File: src/hw/rtl/lpc_pkg.sv
package lpc_pkg;

	localparam int ENTRIES_DEF = 16;
	localparam int ALU_W = 34;

	typedef enum logic [1:0] {
		CMD_LOOKUP = 2'd0,
		CMD_INSERT = 2'd1,
		CMD_CLEAR  = 2'd2,
		CMD_ADJUST = 2'd3
	} lpc_cmd_t;

	typedef enum logic [4:0] {
		ST_IDLE,
		ST_LK_C0,
		ST_LK_CL,
		ST_LK_CJ,
		ST_LK_B,
		ST_LK_A,
		ST_LK_S,
		ST_EV_0,
		ST_EV_1,
		ST_EV_2,
		ST_EV_K,
		ST_EV_CMP,
		ST_EV_E,
		ST_DR_R,
		ST_DR_W,
		ST_IS_R,
		ST_IS_C,
		ST_CL_R,
		ST_CL_C,
		ST_AF_R,
		ST_AF_C,
		ST_AP_R,
		ST_AP_C,
		ST_MV0,
		ST_MV_R,
		ST_MV_W,
		ST_FIN
	} lpc_state_t;

endpackage

File: src/hw/rtl/lpc_ram.sv
module lpc_ram #(
	parameter int WIDTH = 64,
	parameter int DEPTH = 16
) (
	input  logic                     clk,
	input  logic                     we,
	input  logic [$clog2(DEPTH)-1:0] waddr,
	input  logic [WIDTH-1:0]         wdata,
	input  logic                     re,
	input  logic [$clog2(DEPTH)-1:0] raddr,
	output logic [WIDTH-1:0]         rdata
);
	logic [WIDTH-1:0] mem_q [DEPTH];

	always_ff @(posedge clk) begin
		if (we) begin
			mem_q[waddr] <= wdata;
		end
		if (re) begin
			rdata <= mem_q[raddr];
		end
	end
endmodule

File: src/hw/rtl/lpc_alu.sv
module lpc_alu (
	input  logic signed [lpc_pkg::ALU_W-1:0] a,
	input  logic signed [lpc_pkg::ALU_W-1:0] b,
	output logic signed [lpc_pkg::ALU_W-1:0] diff,
	output logic                             neg,
	output logic                             pos
);
	import lpc_pkg::*;

	always_comb begin
		diff = a - b;
		neg  = diff[ALU_W-1];
		pos  = !diff[ALU_W-1] && (diff != '0);
	end
endmodule

File: src/hw/rtl/line_position_cache_table_unit.sv
// Channel | Handshake            | Payload
// input   | in_valid / in_stall  | cmd, key_pos, line_number, old_length, new_length, line_delta
// output  | out_valid / out_stall| found, near_pos, near_line, entry_count
//
// One item is taken at a time; in_stall stays high until its result is registered.
// A command walks the stored pairs through one RAM read port and one subtractor.
// The slowest item is an insert into a nearly full table (eviction scan, gap close,
// sorted insert).
// Reset clears the state, the entry count and the result valid; RAM contents are never
// read before written.
// A pending result may sit in the output register while the next item is taken.
module line_position_cache_table_unit #(
	parameter int ENTRIES = lpc_pkg::ENTRIES_DEF
) (
	input  logic                         clk,
	input  logic                         arst_n,
	input  logic                         in_valid,
	output logic                         in_stall,
	input  logic [1:0]                   cmd,
	input  logic [31:0]                  key_pos,
	input  logic [31:0]                  line_number,
	input  logic [31:0]                  old_length,
	input  logic [31:0]                  new_length,
	input  logic signed [31:0]           line_delta,
	output logic                         out_valid,
	input  logic                         out_stall,
	output logic                         found,
	output logic [31:0]                  near_pos,
	output logic [31:0]                  near_line,
	output logic [$clog2(ENTRIES+1)-1:0] entry_count
);
	import lpc_pkg::*;

	localparam int IW = $clog2(ENTRIES);
	localparam int CW = $clog2(ENTRIES+1);

	lpc_state_t state_q, state_d;

	logic [CW-1:0] cnt_q;
	logic [IW-1:0] idx_q, first_q, best_q, rem_q;
	logic [31:0]   key_q, ln_q, shift_q, dl_q;
	logic [32:0]   end_q;
	logic [31:0]   pa_q, la_q, cp_q, cl_q, p1_q, p2_q;
	logic signed [ALU_W-1:0] tmp_q, bspan_q;
	logic          res_found_q;
	logic [31:0]   res_pos_q, res_line_q;
	logic          out_valid_q;

	logic          ram_we, ram_re;
	logic [IW-1:0] ram_wa, ram_ra;
	logic [63:0]   ram_wd, rdata;
	logic [31:0]   rd_pos, rd_line;

	logic signed [ALU_W-1:0] alu_a, alu_b, diff;
	logic          dneg, dpos;

	logic [CW-1:0] lastw;
	logic [IW-1:0] last_i;
	logic [CW-1:0] idx_x, idx_n;
	logic          accept, load_out;

	assign rd_pos  = rdata[63:32];
	assign rd_line = rdata[31:0];
	assign lastw   = cnt_q - CW'(1);
	assign last_i  = lastw[IW-1:0];
	assign idx_x   = CW'(idx_q);
	assign idx_n   = idx_x + CW'(1);
	assign in_stall = (state_q != ST_IDLE);
	assign accept  = in_valid && !in_stall;
	assign load_out = (state_q == ST_FIN) && (!out_valid_q || !out_stall);

	lpc_ram #(.WIDTH(64), .DEPTH(ENTRIES)) u_ram (
		.clk   (clk),
		.we    (ram_we),
		.waddr (ram_wa),
		.wdata (ram_wd),
		.re    (ram_re),
		.raddr (ram_ra),
		.rdata (rdata)
	);

	lpc_alu u_alu (
		.a    (alu_a),
		.b    (alu_b),
		.diff (diff),
		.neg  (dneg),
		.pos  (dpos)
	);

	always_comb begin
		state_d = state_q;
		ram_we  = 1'b0;
		ram_wa  = '0;
		ram_wd  = '0;
		ram_re  = 1'b0;
		ram_ra  = '0;
		alu_a   = '0;
		alu_b   = '0;
		unique case (state_q)
			ST_IDLE: begin
				if (accept) begin
					unique case (lpc_cmd_t'(cmd))
						CMD_LOOKUP: begin
							if (cnt_q == '0) begin
								state_d = ST_FIN;
							end else begin
								ram_re  = 1'b1;
								state_d = ST_LK_C0;
							end
						end
						CMD_INSERT: begin
							if (cnt_q >= CW'(ENTRIES - 1)) begin
								ram_re  = 1'b1;
								state_d = ST_EV_0;
							end else begin
								state_d = ST_IS_R;
							end
						end
						CMD_CLEAR:  state_d = ST_CL_R;
						CMD_ADJUST: state_d = ST_AF_R;
						default:    state_d = ST_IDLE;
					endcase
				end
			end
			ST_LK_C0: begin
				alu_a = {2'b00, key_q};
				alu_b = {2'b00, rd_pos};
				if (cnt_q == CW'(1) || !dpos) begin
					state_d = ST_FIN;
				end else begin
					ram_re  = 1'b1;
					ram_ra  = last_i;
					state_d = ST_LK_CL;
				end
			end
			ST_LK_CL: begin
				alu_a = {2'b00, key_q};
				alu_b = {2'b00, rd_pos};
				if (!dneg) begin
					state_d = ST_FIN;
				end else begin
					ram_re  = 1'b1;
					ram_ra  = IW'(1);
					state_d = ST_LK_CJ;
				end
			end
			ST_LK_CJ: begin
				alu_a = {2'b00, key_q};
				alu_b = {2'b00, rd_pos};
				if (idx_q < last_i && dpos) begin
					ram_re = 1'b1;
					ram_ra = idx_q + IW'(1);
				end else begin
					state_d = ST_LK_B;
				end
			end
			ST_LK_B: begin
				alu_a   = {2'b00, key_q};
				alu_b   = {2'b00, pa_q};
				state_d = ST_LK_A;
			end
			ST_LK_A: begin
				alu_a   = {2'b00, cp_q};
				alu_b   = {2'b00, key_q};
				state_d = ST_LK_S;
			end
			ST_LK_S: begin
				alu_a   = tmp_q;
				alu_b   = bspan_q;
				state_d = ST_FIN;
			end
			ST_EV_0: begin
				ram_re  = 1'b1;
				ram_ra  = IW'(1);
				state_d = ST_EV_1;
			end
			ST_EV_1: begin
				ram_re  = 1'b1;
				ram_ra  = IW'(2);
				state_d = ST_EV_2;
			end
			ST_EV_2: begin
				alu_a = {2'b00, rd_pos};
				alu_b = {2'b00, p2_q};
				if (CW'(3) < cnt_q) begin
					ram_re  = 1'b1;
					ram_ra  = IW'(3);
					state_d = ST_EV_K;
				end else begin
					state_d = ST_EV_E;
				end
			end
			ST_EV_K: begin
				alu_a   = {2'b00, rd_pos};
				alu_b   = {2'b00, p2_q};
				state_d = ST_EV_CMP;
			end
			ST_EV_CMP: begin
				alu_a = tmp_q;
				alu_b = bspan_q;
				if (idx_n < cnt_q) begin
					ram_re  = 1'b1;
					ram_ra  = idx_q + IW'(1);
					state_d = ST_EV_K;
				end else begin
					state_d = ST_EV_E;
				end
			end
			ST_EV_E: state_d = ST_DR_R;
			ST_DR_R: begin
				if (idx_x < cnt_q) begin
					ram_re  = 1'b1;
					ram_ra  = idx_q;
					state_d = ST_DR_W;
				end else begin
					state_d = ST_IS_R;
				end
			end
			ST_DR_W: begin
				ram_we  = 1'b1;
				ram_wa  = idx_q - IW'(1);
				ram_wd  = rdata;
				state_d = ST_DR_R;
			end
			ST_IS_R: begin
				if (idx_q == '0) begin
					ram_we  = 1'b1;
					ram_wd  = {key_q, ln_q};
					state_d = ST_FIN;
				end else begin
					ram_re  = 1'b1;
					ram_ra  = idx_q - IW'(1);
					state_d = ST_IS_C;
				end
			end
			ST_IS_C: begin
				alu_a  = {2'b00, key_q};
				alu_b  = {2'b00, rd_pos};
				ram_we = 1'b1;
				ram_wa = idx_q;
				if (dpos) begin
					ram_wd  = {key_q, ln_q};
					state_d = ST_FIN;
				end else begin
					ram_wd  = rdata;
					state_d = ST_IS_R;
				end
			end
			ST_CL_R: begin
				if (cnt_q == '0) begin
					state_d = ST_FIN;
				end else begin
					ram_re  = 1'b1;
					ram_ra  = last_i;
					state_d = ST_CL_C;
				end
			end
			ST_CL_C: begin
				alu_a   = {2'b00, rd_pos};
				alu_b   = {2'b00, key_q};
				state_d = dneg ? ST_FIN : ST_CL_R;
			end
			ST_AF_R: begin
				if (idx_x < cnt_q) begin
					ram_re  = 1'b1;
					ram_ra  = idx_q;
					state_d = ST_AF_C;
				end else begin
					state_d = ST_MV0;
				end
			end
			ST_AF_C: begin
				alu_a   = {2'b00, rd_pos};
				alu_b   = {2'b00, key_q};
				state_d = dneg ? ST_AF_R : ST_AP_C;
			end
			ST_AP_R: begin
				if (idx_x < cnt_q) begin
					ram_re  = 1'b1;
					ram_ra  = idx_q;
					state_d = ST_AP_C;
				end else begin
					state_d = ST_MV0;
				end
			end
			ST_AP_C: begin
				alu_a   = {2'b00, rd_pos};
				alu_b   = {1'b0, end_q};
				state_d = dneg ? ST_AP_R : ST_MV0;
			end
			ST_MV0: state_d = ST_MV_R;
			ST_MV_R: begin
				if (idx_x < cnt_q) begin
					ram_re  = 1'b1;
					ram_ra  = idx_q;
					state_d = ST_MV_W;
				end else begin
					state_d = ST_FIN;
				end
			end
			ST_MV_W: begin
				ram_we  = 1'b1;
				ram_wa  = idx_q - rem_q;
				ram_wd  = {rd_pos + shift_q, rd_line + dl_q};
				state_d = ST_MV_R;
			end
			ST_FIN: begin
				if (load_out) begin
					state_d = ST_IDLE;
				end
			end
			default: state_d = ST_IDLE;
		endcase
	end

	always_ff @(posedge clk or negedge arst_n) begin
		if (!arst_n) begin
			state_q <= ST_IDLE;
		end else begin
			state_q <= state_d;
		end
	end

	// Entry count and result handshake.
	always_ff @(posedge clk or negedge arst_n) begin
		if (!arst_n) begin
			cnt_q       <= '0;
			out_valid_q <= 1'b0;
		end else begin
			if (load_out) begin
				out_valid_q <= 1'b1;
			end else if (!out_stall) begin
				out_valid_q <= 1'b0;
			end
			unique case (state_q)
				ST_DR_R: begin
					if (!(idx_x < cnt_q)) begin
						cnt_q <= cnt_q - CW'(1);
					end
				end
				ST_IS_R: begin
					if (idx_q == '0) begin
						cnt_q <= cnt_q + CW'(1);
					end
				end
				ST_IS_C: begin
					if (dpos) begin
						cnt_q <= cnt_q + CW'(1);
					end
				end
				ST_CL_C: begin
					if (!dneg) begin
						cnt_q <= cnt_q - CW'(1);
					end
				end
				ST_MV_R: begin
					if (!(idx_x < cnt_q)) begin
						cnt_q <= cnt_q - CW'(rem_q);
					end
				end
				default: cnt_q <= cnt_q;
			endcase
		end
	end

	always_ff @(posedge clk) begin
		unique case (state_q)
			ST_IDLE: begin
				if (accept) begin
					key_q       <= key_pos;
					ln_q        <= line_number;
					shift_q     <= new_length - old_length;
					dl_q        <= line_delta;
					end_q       <= {1'b0, key_pos} + {1'b0, old_length};
					res_found_q <= 1'b0;
					res_pos_q   <= '0;
					res_line_q  <= '0;
					if (lpc_cmd_t'(cmd) == CMD_INSERT && cnt_q < CW'(ENTRIES - 1)) begin
						idx_q <= cnt_q[IW-1:0];
					end else begin
						idx_q <= '0;
					end
				end
			end
			ST_LK_C0: begin
				pa_q <= rd_pos;
				la_q <= rd_line;
				if (cnt_q == CW'(1) || !dpos) begin
					res_found_q <= 1'b1;
					res_pos_q   <= rd_pos;
					res_line_q  <= rd_line;
				end
			end
			ST_LK_CL: begin
				idx_q <= IW'(1);
				if (!dneg) begin
					res_found_q <= 1'b1;
					res_pos_q   <= rd_pos;
					res_line_q  <= rd_line;
				end
			end
			ST_LK_CJ: begin
				if (idx_q < last_i && dpos) begin
					pa_q  <= rd_pos;
					la_q  <= rd_line;
					idx_q <= idx_q + IW'(1);
				end else begin
					cp_q <= rd_pos;
					cl_q <= rd_line;
				end
			end
			ST_LK_B: tmp_q <= diff;
			ST_LK_A: bspan_q <= diff;
			ST_LK_S: begin
				// The lower neighbor wins only when strictly closer.
				res_found_q <= 1'b1;
				res_pos_q   <= dneg ? pa_q : cp_q;
				res_line_q  <= dneg ? la_q : cl_q;
			end
			ST_EV_0: p2_q <= rd_pos;
			ST_EV_1: p1_q <= rd_pos;
			ST_EV_2: begin
				bspan_q <= diff;
				best_q  <= IW'(2);
				p2_q    <= p1_q;
				p1_q    <= rd_pos;
				idx_q   <= IW'(3);
			end
			ST_EV_K: begin
				tmp_q <= diff;
				p2_q  <= p1_q;
				p1_q  <= rd_pos;
			end
			ST_EV_CMP: begin
				if (dneg) begin
					best_q  <= idx_q;
					bspan_q <= tmp_q;
				end
				idx_q <= idx_q + IW'(1);
			end
			ST_EV_E: idx_q <= best_q;
			ST_DR_R: begin
				if (!(idx_x < cnt_q)) begin
					idx_q <= last_i;
				end
			end
			ST_DR_W: idx_q <= idx_q + IW'(1);
			ST_IS_C: begin
				if (!dpos) begin
					idx_q <= idx_q - IW'(1);
				end
			end
			ST_AF_R: first_q <= idx_q;
			ST_AF_C: begin
				if (dneg) begin
					idx_q <= idx_q + IW'(1);
				end else begin
					first_q <= idx_q;
				end
			end
			ST_AP_C: begin
				if (dneg) begin
					idx_q <= idx_q + IW'(1);
				end
			end
			ST_MV0: rem_q <= idx_q - first_q;
			ST_MV_W: idx_q <= idx_q + IW'(1);
			ST_FIN: begin
				if (load_out) begin
					found       <= res_found_q;
					near_pos    <= res_pos_q;
					near_line   <= res_line_q;
					entry_count <= cnt_q;
				end
			end
			default: idx_q <= idx_q;
		endcase
	end

	assign out_valid = out_valid_q;
endmodule

File: config.mk
export PLATFORM = sky130hd
export DESIGN_NAME = line_position_cache_table_unit
export DESIGN_NICKNAME = d
export VERILOG_FILES = /design/src/hw/rtl/lpc_pkg.sv /design/src/hw/rtl/lpc_ram.sv /design/src/hw/rtl/lpc_alu.sv /design/src/hw/rtl/line_position_cache_table_unit.sv
export SDC_FILE = /design/constraint.sdc
export NUM_CORES = 2
export LEC_CHECK = 0
export BUFFER_PORTS_ARGS = -buffer_cell sky130_fd_sc_hd__buf_2
export CELL_PAD_IN_SITES_DETAIL_PLACEMENT = 1
export CELL_PAD_IN_SITES_GLOBAL_PLACEMENT = 1
export CORE_ASPECT_RATIO = 0.5
export CORE_UTILIZATION = 44
export DETAILED_ROUTE_END_ITERATION = 8
export PLACE_DENSITY = 0.69
export RECOVER_POWER = 100
export SYNTH_ARGS = -nofsm -noshare
export SYNTH_HDL_FRONTEND = slang
export SYNTH_SLANG_ARGS = --single-unit
File: constraint.sdc
create_clock -name clk -period 10.67 [get_ports clk]
set_input_delay 1.067 -clock clk [delete_from_list [all_inputs] [get_ports clk]]
set_output_delay 1.067 -clock clk [all_outputs]
set_load 0.02 [all_outputs]
==> impl_metrics.env <==
export IMPL_drt_iter0_drc=6055
export IMPL_coreArea_sq_um=171000
export IMPL_grt_overflow=0
export IMPL_reg2reg_from="state_q[3]"
export IMPL_syn_area_per_cell_sq_um=12.9
export IMPL_diodes=0
export IMPL_fin_area_sq_um=84800
export IMPL_relSlewSlack_pct=-244
export IMPL_vias=53500
export IMPL_endpoint_kind="flip-flop"
export IMPL_post_route_period_util_pct=92.7
export IMPL_violations="capacitance limit, slew limit"
export IMPL_async_reset_ff_share_pct=0.658
export IMPL_slew_viol_final=1413
export IMPL_ys_warnings_count=0
export IMPL_critPathKind="reg -> reg"
export IMPL_max_cap_viol_count=45
export IMPL_setup_viol=0
export IMPL_initial_core_util_pct=44.5
export IMPL_rsz0062_at_grt="no"
export IMPL_routed_wl_mm=254
export IMPL_viasPerCell=6.32
export IMPL_fin_crit_ps=9890
export IMPL_crit_family="compound AO/OA/AOI/OAI gates"
export IMPL_yosysSeqAreaShare_pct=65.8
export IMPL_path_cells="nor2b_1 > nand2_1 > a21oi_4 > buf_4 > a222oi_1 > nand2_1 > a21oi_1 > fa_1 > a21o_1 > a221oi_1 > o21a_1 > o21ai_0 > o311a_1 > a2111oi_0 > nor4b_2 > nand4b_1 > o21a_4 > a211o_1 > o21ai_4 > buf_12 > a311oi_1 > or4_1"
export IMPL_cts_tree="done"
export IMPL_hold_path_class="in -> async"
export IMPL_htree_num_levels=4
export IMPL_synth_edf_count=1660
export IMPL_cp_startpoint="state_q[3]"
export IMPL_post_cts_resized=0
export IMPL_ys_flop_type="edfxtp_1"
export IMPL_r2r_cells=22
export IMPL_grt_pass1_wl_mm=369
export IMPL_synth_seq_cells=1671
export IMPL_first_pass_iters=6
export IMPL_crit_buf_inv=2
export IMPL_drc=0
export IMPL_tns_ps=0
export IMPL_clock_sinks=1671
export IMPL_place_congestion=0.922
export IMPL_cpMostUsedCell="nand2_1"
export IMPL_core_rowCount=107
export IMPL_status="complete, but fails checks"
export IMPL_cp_required_ps=11230
export IMPL_synth_area_top_cells="edfxtp_1 65%, a211oi_1 4.7%, nand2_1 4.3%"
export IMPL_critPathMaxStageDelay_ps=810
export IMPL_die_x_um=591
export IMPL_grt_pass1_vias=54800
export IMPL_synthDistinctLibCells=93
export IMPL_skew_ps=70.9
export IMPL_clk_path_buf_depth=4
export IMPL_track_usage_pct=28.4
export IMPL_grt_max_degree=159
export IMPL_synth_area_sq_um=76200
export IMPL_crit_slowest_cell="a2111oi_0"
export IMPL_synth_top_area_share_pct=65.4
export IMPL_clock_latency_ps=840
export IMPL_cts_setup_buffers=0
export IMPL_cts_root_buffer="clkbuf_16"
export IMPL_die_h_um=296
export IMPL_startpoint_type="flip-flop"
export IMPL_dp_hpwl_mm=155
export IMPL_cts_hold_buf=0
export IMPL_drive_gt1_share_pct=9.28
export IMPL_path_clk_slew_ps=70
export IMPL_fmax_mhz=101
export IMPL_worst_slew_pin_slew_ps=5140
export IMPL_cp_data_arrival_time_ps=10450
export IMPL_hold_violations=0
export IMPL_timing_hold_ws_ps=294
export IMPL_synthCells=5897
export IMPL_final_nets=6437
export IMPL_yosys_area_top_type="edfxtp_1"
export IMPL_reg2reg_slack_ps=780
export IMPL_path_max_fanout=46
export IMPL_antenna_found_initial=9
export IMPL_io_pins=238
export IMPL_numPortBuffers=237
export IMPL_timing_rr_end="u_ram.rdata[18]"
export IMPL_syn_nets=6255
export IMPL_die_area_sq_um=175000
export IMPL_area_delta_synth_final_pct=11.3
export IMPL_antenna_left=0
export IMPL_drt_wirelength_per_cell_um=30.0
export IMPL_cts_buffers=161
export IMPL_place_area_sq_um=80500
-- synthesized netlist by cell type, types with 86 or more instances --
| library cell | n |
|---|---|
| xnor2_1 | 92 |
| clkbuf_1 | 290 |
| a211oi_1 | 474 |
| nor2_1 | 193 |
| a22oi_1 | 86 |
| o21ai_0 | 214 |
| ha_1 | 184 |
| a311oi_1 | 258 |
| a21oi_1 | 198 |
| edfxtp_1 | 1660 |
| inv_1 | 360 |
| nand2_1 | 881 |
-- worst max-delay path by stage --
| stage | endpoint | slack, ps | cells after the start |
|---|---|---|---|
| after detailed placement | u_ram.rdata[52] | 1310 | 23 |
| after CTS | u_ram.rdata[52] | 1310 | 23 |
| final | u_ram.rdata[18] | 780 | 22 |
| after global placement | u_ram.rdata[46] | 1510 | 23 |
| after global routing | u_ram.mem_q[15][21] | 410 | 25 |
| after floorplan | idx_q[0] | 1410 | 27 |
-- registers in the layout, summed over array words and instances, names as in the netlist, 5 cells and up --
| register | cells |
|---|---|
| bspan_q | 34 |
| cl_q | 32 |
| cnt_q | 5 |
| cp_q | 32 |
| dl_q | 32 |
| end_q | 33 |
| entry_count | 5 |
| key_q | 32 |
| la_q | 32 |
| ln_q | 32 |
| near_line | 32 |
| near_pos | 32 |
| p1_q | 32 |
| p2_q | 32 |
| pa_q | 32 |
| res_line_q | 32 |
| res_pos_q | 32 |
| shift_q | 32 |
| state_q | 5 |
| tmp_q | 34 |
| u_ram.mem_q | 1024 |
| u_ram.rdata | 64 |
-- area by class of cell --
cell class / instances / area, sq um
inverter: 362 / 1360
clock inverter: 70 / 607
tap: 2289 / 2860
fill: 17300 / 86300
timing repair buffer: 397 / 2230
sequential: 1671 / 50100
multi-input combinational: 3486 / 23400
clock buffer: 200 / 4220
-- stage by stage --
step / utilization, % / worst slack, ps / cells
2_1_floorplan: - / 1410 / 5897
4_1_cts: 49.9 / 1310 / 8473
3_5_place_dp: 47.1 / 1310 / 8203
6_report: 49.6 / 776 / 8475
5_1_grt: 49.6 / 411 / 8475
3_3_place_gp: 47.0 / 1510 / 8200
-- logic make-up (layout without fill, tap and decap cells) --
group	count (synthesis)	after routing	synth area share, %
adders and majority gates	192	192	3.23
AOI/OAI and AO/OA	1613	1613	15.9
buffers and inverters	740	1029	3.86
and+or+nand+nor	1436	1436	8.23
DFF	1671	1671	65.8
xor gates and xnor gates	143	143	1.64
muxes	102	102	1.40
-- routing by layer --
metal / wire, um / vias to the layer above / track usage (%) / part of all wire (%)
met1: 110000 / 27800 / 40.1 / 43
met4: 7330 / 4 / 8.36 / 2.9
met5: 25 / - / 0 / 0.0098
li1: - / 23100 / - / -
met3: 19100 / 406 / 4.47 / 7.5
met2: 118000 / 2206 / 45.6 / 46
-- cells in the final DEF (no fill, tap or decap), types with 92 or more instances in the layout --
master	Yosys	layout
a21oi_1	198	193
nand2_1	881	878
a311oi_1	258	258
ha_1	184	184
edfxtp_1	1660	1660
inv_1	360	359
clkbuf_16	0	163
clkbuf_1	290	218
a211oi_1	474	474
o21ai_0	214	203
nor2_1	193	182
xnor2_1	92	92
buf_2	44	121
Power is not shown: default switching activity piles up to over one toggle a cycle in this logic, so the estimate is an artifact.
